===== config.mk =====
export PLATFORM = sky130hd
export DESIGN_NAME = time_ordered_event_queue_top
export DESIGN_NICKNAME = d
export VERILOG_FILES = /design/src/rtl/core/tq_pkg.sv /design/src/rtl/core/tq_cell.sv /design/src/rtl/core/time_ordered_event_queue_top.sv
export SDC_FILE = /design/constraint.sdc
export NUM_CORES = 2
export LEC_CHECK = 0
export ABC_AREA = 1
export ABC_CLOCK_PERIOD_IN_PS = 7400
export BUFFER_PORTS_ARGS = -buffer_cell sky130_fd_sc_hd__buf_2
export CAP_MARGIN = 20
export CORE_UTILIZATION = 30
export CTS_CLUSTER_DIAMETER = 120
export DETAILED_ROUTE_END_ITERATION = 16
export GPL_TIMING_DRIVEN = 0
export SYNTH_ARGS = -nofsm -noshare
export SYNTH_HDL_FRONTEND = slang
export SYNTH_HIERARCHICAL = 1
export SYNTH_SLANG_ARGS = --single-unit

===== constraint.sdc =====
create_clock -name clk -period 7.4 [get_ports clk]
set_clock_uncertainty 0.05 [all_clocks]
set_input_delay 0 -clock clk [delete_from_list [all_inputs] [get_ports clk]]
set_output_delay 0 -clock clk [all_outputs]
set_load 0.03 [all_outputs]

===== src/rtl/core/tq_pkg.sv =====
// Shared constants and types for the time-ordered event queue.
// Used by tq_cell and time_ordered_event_queue_top; no dependencies.
package tq_pkg;

  localparam int QUEUE_DEPTH = 16;
  localparam int TIME_BITS   = 32;
  localparam int TAG_BITS    = 16;
  localparam int TYPE_BITS   = 2;
  localparam int STATUS_BITS = 2;
  localparam int COUNT_BITS  = 5;

  localparam logic KIND_INSERT = 1'b0;
  localparam logic KIND_POP    = 1'b1;

  localparam logic [STATUS_BITS-1:0] STATUS_OK         = 2'd0;
  localparam logic [STATUS_BITS-1:0] STATUS_POP_EMPTY  = 2'd1;
  localparam logic [STATUS_BITS-1:0] STATUS_INSERT_FULL = 2'd2;

  // types below this code are customer events (arrival, leave)
  localparam logic [TYPE_BITS-1:0] TYPE_FIRST_NON_CUSTOMER = 2'd2;

  typedef struct packed {
    logic insert;
    logic pop;
  } cell_ctrl_t;

  function automatic logic is_customer(input logic [TYPE_BITS-1:0] ev_type);
    return ev_type < TYPE_FIRST_NON_CUSTOMER;
  endfunction

endpackage


===== src/rtl/core/tq_cell.sv =====
// One slot of the sorted shift-register queue.
// Depends on tq_pkg (cell_ctrl_t, TYPE_BITS).
module tq_cell #(
  parameter int TIME_BITS = tq_pkg::TIME_BITS,
  parameter int TAG_BITS  = tq_pkg::TAG_BITS
) (
  input  logic                          clk,
  input  tq_pkg::cell_ctrl_t            ctrl,
  input  logic                          occ,
  input  logic [TIME_BITS-1:0]          new_time,
  input  logic [tq_pkg::TYPE_BITS-1:0]  new_type,
  input  logic [TAG_BITS-1:0]           new_tag,
  input  logic                          left_after,
  input  logic [TIME_BITS-1:0]          left_time,
  input  logic [tq_pkg::TYPE_BITS-1:0]  left_type,
  input  logic [TAG_BITS-1:0]           left_tag,
  input  logic [TIME_BITS-1:0]          right_time,
  input  logic [tq_pkg::TYPE_BITS-1:0]  right_type,
  input  logic [TAG_BITS-1:0]           right_tag,
  output logic                          after,
  output logic [TIME_BITS-1:0]          slot_time,
  output logic [tq_pkg::TYPE_BITS-1:0]  slot_type,
  output logic [TAG_BITS-1:0]           slot_tag
);

  // new entry lands at or before this slot
  assign after = !occ || (slot_time > new_time);

  always_ff @(posedge clk) begin
    if (ctrl.pop) begin
      slot_time <= right_time;
      slot_type <= right_type;
      slot_tag  <= right_tag;
    end else if (ctrl.insert && after) begin
      if (left_after) begin
        slot_time <= left_time;
        slot_type <= left_type;
        slot_tag  <= left_tag;
      end else begin
        slot_time <= new_time;
        slot_type <= new_type;
        slot_tag  <= new_tag;
      end
    end
  end

endmodule


===== src/rtl/core/time_ordered_event_queue_top.sv =====
// Top level of the time-ordered event queue: a row of tq_cell slots,
// entry and customer counters, and the result register. Depends on tq_pkg, tq_cell.
//
//   channel | handshake            | payload
//   req     | req_valid/req_ready  | kind, event_time, event_type, event_tag
//   rsp     | rsp_valid/rsp_ready  | status, popped_*, earliest_time, entry_count,
//           |                      | queue_empty, customer_present
//
// One transfer per cycle while req_ready is high: all slots compare against the
// new time in parallel and shift in the same cycle; the result is registered
// and shown the next cycle. req_ready is low only while a result waits in the
// output register. Reset empties the queue; slot contents are not cleared.
module time_ordered_event_queue_top #(
  parameter int QUEUE_DEPTH = tq_pkg::QUEUE_DEPTH,
  parameter int TIME_BITS   = tq_pkg::TIME_BITS,
  parameter int TAG_BITS    = tq_pkg::TAG_BITS
) (
  input  logic                            clk,
  input  logic                            rst,
  input  logic                            req_valid,
  output logic                            req_ready,
  input  logic                            kind,
  input  logic [TIME_BITS-1:0]            event_time,
  input  logic [tq_pkg::TYPE_BITS-1:0]    event_type,
  input  logic [TAG_BITS-1:0]             event_tag,
  output logic                            rsp_valid,
  input  logic                            rsp_ready,
  output logic [tq_pkg::STATUS_BITS-1:0]  status,
  output logic [TIME_BITS-1:0]            popped_time,
  output logic [tq_pkg::TYPE_BITS-1:0]    popped_type,
  output logic [TAG_BITS-1:0]             popped_tag,
  output logic [TIME_BITS-1:0]            earliest_time,
  output logic [tq_pkg::COUNT_BITS-1:0]   entry_count,
  output logic                            queue_empty,
  output logic                            customer_present
);

  localparam int CW = $clog2(QUEUE_DEPTH + 1);

  logic [CW-1:0] count, count_next;
  logic [CW-1:0] cust, cust_next;

  logic [TIME_BITS-1:0]         c_time [QUEUE_DEPTH];
  logic [tq_pkg::TYPE_BITS-1:0] c_type [QUEUE_DEPTH];
  logic [TAG_BITS-1:0]          c_tag  [QUEUE_DEPTH];
  logic [QUEUE_DEPTH-1:0]       c_after;
  logic [QUEUE_DEPTH-1:0]       occ;

  tq_pkg::cell_ctrl_t ctrl;
  logic accept, full, empty;
  logic [TIME_BITS-1:0] head_next;
  logic [tq_pkg::STATUS_BITS-1:0] status_next;

  assign req_ready = !rsp_valid || rsp_ready;
  assign accept    = req_valid && req_ready;
  assign full      = count == CW'(QUEUE_DEPTH);
  assign empty     = count == '0;

  assign ctrl.insert = accept && (kind == tq_pkg::KIND_INSERT) && !full;
  assign ctrl.pop    = accept && (kind == tq_pkg::KIND_POP) && !empty;

  for (genvar g = 0; g < QUEUE_DEPTH; g++) begin : g_cell
    logic                         l_after;
    logic [TIME_BITS-1:0]         l_time, r_time;
    logic [tq_pkg::TYPE_BITS-1:0] l_type, r_type;
    logic [TAG_BITS-1:0]          l_tag, r_tag;

    assign occ[g] = count > CW'(g);

    if (g == 0) begin : g_first
      assign l_after = 1'b0;
      assign l_time  = '0;
      assign l_type  = '0;
      assign l_tag   = '0;
    end else begin : g_mid
      assign l_after = c_after[g-1];
      assign l_time  = c_time[g-1];
      assign l_type  = c_type[g-1];
      assign l_tag   = c_tag[g-1];
    end

    if (g == QUEUE_DEPTH - 1) begin : g_last
      assign r_time = '0;
      assign r_type = '0;
      assign r_tag  = '0;
    end else begin : g_inner
      assign r_time = c_time[g+1];
      assign r_type = c_type[g+1];
      assign r_tag  = c_tag[g+1];
    end

    tq_cell #(
      .TIME_BITS(TIME_BITS),
      .TAG_BITS (TAG_BITS)
    ) u_cell (
      .clk       (clk),
      .ctrl      (ctrl),
      .occ       (occ[g]),
      .new_time  (event_time),
      .new_type  (event_type),
      .new_tag   (event_tag),
      .left_after(l_after),
      .left_time (l_time),
      .left_type (l_type),
      .left_tag  (l_tag),
      .right_time(r_time),
      .right_type(r_type),
      .right_tag (r_tag),
      .after     (c_after[g]),
      .slot_time (c_time[g]),
      .slot_type (c_type[g]),
      .slot_tag  (c_tag[g])
    );
  end

  always_comb begin
    count_next  = count;
    cust_next   = cust;
    status_next = tq_pkg::STATUS_OK;
    head_next   = empty ? '0 : c_time[0];
    if (kind == tq_pkg::KIND_INSERT) begin
      if (full) begin
        status_next = tq_pkg::STATUS_INSERT_FULL;
      end else begin
        count_next = count + CW'(1);
        if (tq_pkg::is_customer(event_type)) begin
          cust_next = cust + CW'(1);
        end
        if (c_after[0]) begin
          head_next = event_time;
        end
      end
    end else begin
      if (empty) begin
        status_next = tq_pkg::STATUS_POP_EMPTY;
      end else begin
        count_next = count - CW'(1);
        if (tq_pkg::is_customer(c_type[0])) begin
          cust_next = cust - CW'(1);
        end
        head_next = (count > CW'(1)) ? c_time[1] : '0;
      end
    end
  end

  always_ff @(posedge clk) begin
    if (rst) begin
      count     <= '0;
      cust      <= '0;
      rsp_valid <= 1'b0;
    end else begin
      if (accept) begin
        count     <= count_next;
        cust      <= cust_next;
        rsp_valid <= 1'b1;
      end else if (rsp_ready) begin
        rsp_valid <= 1'b0;
      end
    end
  end

  always_ff @(posedge clk) begin
    if (accept) begin
      status           <= status_next;
      popped_time      <= ctrl.pop ? c_time[0] : '0;
      popped_type      <= ctrl.pop ? c_type[0] : '0;
      popped_tag       <= ctrl.pop ? c_tag[0] : '0;
      earliest_time    <= head_next;
      entry_count      <= tq_pkg::COUNT_BITS'(count_next);
      queue_empty      <= count_next == '0;
      customer_present <= cust_next != '0;
    end
  end

  a_count_bound: assert property (@(posedge clk) disable iff (rst)
    count <= CW'(QUEUE_DEPTH))
    else $error("entry count beyond depth");

  a_cust_bound: assert property (@(posedge clk) disable iff (rst)
    cust <= count)
    else $error("customer count exceeds entry count");

  a_empty_flag: assert property (@(posedge clk) disable iff (rst)
    rsp_valid |-> (queue_empty == (count == '0)))
    else $error("empty flag disagrees with stored count");

  a_pop_count: assert property (@(posedge clk) disable iff (rst)
    ctrl.pop |=> count == $past(count) - CW'(1))
    else $error("pop did not decrement count");

  a_sorted_head: assert property (@(posedge clk) disable iff (rst)
    (count > CW'(1)) |-> (c_time[0] <= c_time[1]))
    else $error("head slots out of order");

endmodule

==> flow_summary.yaml <==
run_status:
  status: "finished, final reports clean"
min_path:
  hold_class: "in -> reg"
floorplan:
  start_util: 0.303
  die_w_um: 449
  pin_count: 148
  dieArea_mm2: 0.202
  die_height_um: 449
  core_area_mm2: 0.198
  rows: 163
sta:
  setup_tns_ps: 0
  finalCriticalPeriod_ps: 3780
  finalSetupViolCount: 0
  fin_crit_sh: 0.511
  setup_ws_ps: 3620
  slew_headroom: 0.248
  worst_slew_pin_slew_ps: 1130
  slew_violations: 0
  rsz0062_at_grt: "false"
  hold_viol_final: 0
  fmax_mhz: 265
pwr:
  p_comb_frac: 0.299
  switchingPower_mw: 6.25
  leakagePower_nw: 28.7
  power_mw: 17.8
  switching_share: 0.350
  p_seq_frac: 0.425
  powerDensity_mw_per_mm2: 261
  peakVddDrop_uv: 190
  p_int_mw: 11.6
  clkPwrFrac: 0.276
layout:
  drive_gt1_frac: 0.110
  area_growth_pct: 13.9
  nets: 7798
  antenna_cells: 0
  fin_area_mm2: 0.0684
  final_core_util: 0.345
grt:
  grt_pass1_wl_um: 291000
  track_usage: 0.183
  antenna_found_initial: 5
  grt_overflow: 0
  grt_pass1_vias: 49700
  grt_max_degree: 77
route:
  vias_per_cell: 5.08
  wl_met3_um: 10500
  drc: 0
  dr.pass1.iters: 5
  wl_met2_um: 87600
  ant_nets: 0
  wire_per_inst_um: 19.1
  m1WireLength_um: 84000
  wirelength_um: 190000
  highest_layer: "met4"
  vias: 50500
  drt_iter0_drc: 4585
placement:
  post-place-ws_ps: 3650
  dp_hpwl_um: 153000
  place_congestion: 0.893
  io_buffers: 147
  dpl_cell_area_mm2: 0.0649
logic_synthesis:
  synth_area_leaders: "edfxtp_1 (45%), ha_1 (11%), nand2_1 (9.7%), a21oi_1 (7.5%), o211ai_1 (6.2%)"
  ys.flop_type: "edfxtp_1"
  yosysTopAreaCellShare: 0.446
  synth_cells: 6822
  yosys_warnings: 6
  ys_ff_latch: 902
  avgSynthCellArea_um2: 8.80
  netlist_area_mm2: 0.0600
  ys_types: 36
  synth-seq-area-share: 0.450
  synth_area_leader_cell: "edfxtp_1"
  async_flop_share: 0
  synth_edf_count: 891
clocking:
  cts_hold_buf: 26
  numCtsBuffers: 103
  post_cts_buffers: 0
  clk_latency_ps: 740
  tritoncts: "yes"
  cts_sinks: 902
  clockBufferDepth: 3
  clk_pin_slew_worst_paths_ps: 60
  root_buffer: "clkbuf_16"
  h-tree-depth: 3
  cts.repair.resized: 0
worst_setup_path:
  critical_path_class: "reg -> reg"
  path_max_fanout: 29
  path_cells: "inv_1 > ha_1 > nand3_4 > nand2_4 > nor2_4 > buf_12 > inv_2 > clkbuf_1 > nand2_2 > buf_12"
  cp_data_required_time_ps: 7770
  critPathTopFamily: "simple AND/OR/NAND/NOR gates"
  cp.arrival_ps: 4150
  cp_num_buf_inv: 5
  max_stage_delay_ps: 570
  end_kind: "register"
  slowest_stage: "nor2_4"
  cpMostUsedCell: "buf_12"
  startpoint_type: "register"
run:
  drv_cap: 0
-- cell usage in the layout, fill, tap and decap left out, types with 3 or more instances in the layout --
cell / instances
a21o_1: 16
a21oi_1: 897
buf_12: 18
buf_16: 3
buf_2: 344
buf_4: 36
bufinv_16: 5
clkbuf_1: 156
clkbuf_16: 104
clkinv_1: 45
clkinv_2: 18
clkinv_8: 3
clkinvlp_4: 3
conb_1: 101
dfxtp_1: 11
dlygate4sd3_1: 26
edfxtp_1: 891
ha_1: 520
inv_1: 667
inv_2: 67
nand2_1: 1530
nand2_2: 85
nand2_4: 3
nand3_1: 76
nand4_1: 23
nand4_2: 16
nor2_1: 508
nor2_2: 50
nor2_4: 35
o211ai_1: 495
o21a_1: 480
o21ai_0: 34
o21ai_1: 19
-- final cells by class --
cell class                 count  area (µm²)
clock buffer                 127        2690
inverter                     753        2830
sequential                   902       27000
buffer                       367        1770
clock inverter                61         482
multi-input combinational   4900       28900
timing repair buffer         196        1460
fill                       20200      130000
tap                         2640        3300
-- layer usage --
metal / vias to the layer above / GRT usage
li1: 24300 / -
met5: - / 0
met4: 0 / 0.0671
met3: 406 / 0.0212
met2: 1660 / 0.304
met1: 24100 / 0.242
-- registers in the layout, indices dropped and copies added (netlist names), 2 cells and up --
name,flops
entry_count,5
g_cell.u_cell/slot_time,512
status,2
popped_time,32
g_cell.u_cell/slot_tag,256
g_cell.u_cell/slot_type,32
cust,5
popped_type,2
earliest_time,32
count,5
popped_tag,16
-- per-stage QoR --
stage               hold WS [ps]  cells
floorplan                    116   6922
global placement             219   9709
detailed placement           228   9732
CTS                         9.60   9946
global route                46.5   9946
finish                      60.7   9946
-- tightest hold or removal path: stages --
cell and delay (ps):
buf_2 290, inv_1 160, o211ai_1 100, o21a_1 100
-- synth_stat cells, types with 69 or more instances --
master / number
nor2_1: 509
a21oi_1: 897
nand3_1: 76
edfxtp_1: 891
ha_1: 520
o21a_1: 480
nand2_1: 1546
inv_1: 668
nand2_2: 69
buf_2: 197
clkbuf_1: 133
o211ai_1: 495
-- cells by family after synthesis --
group | Yosys count | share of synthesized area
AOI/OAI and AO/OA | 1946 | 0.204
buffers and inverters | 1120 | 0.0766
and+or+nand+nor | 2330 | 0.161
DFF | 902 | 0.450
xor gates and xnor gates | 3 | 0.000563
adders and majority gates | 520 | 0.108
other | 1 | 0.0000625
-- power groups by stage --
stage          Clock (mW)  Combinational [mW]  Sequential [mW]
6_report             4.92                5.34             7.58
5_1_grt              5.20                5.95             7.66
4_1_cts              5.03                5.30             7.57
3_5_place_dp            0                5.27             7.67
3_3_place_gp            0                5.02             7.70
2_1_floorplan           0                3.69             7.43
-- path summary, 6_finish.rpt --
path	end	depth (start not counted)	start	slack, ps
max	g_cell[3].u_cell/slot_time[2]	10	count[1]	3620
min	g_cell[15].u_cell/slot_time[28]	4	event_time[28]	60
max reg2reg	g_cell[3].u_cell/slot_time[2]	10	count[1]	3620
min reg2reg	rsp_valid	2	rsp_valid	460
No activity file was read; power rests on OpenSTA's default activity.
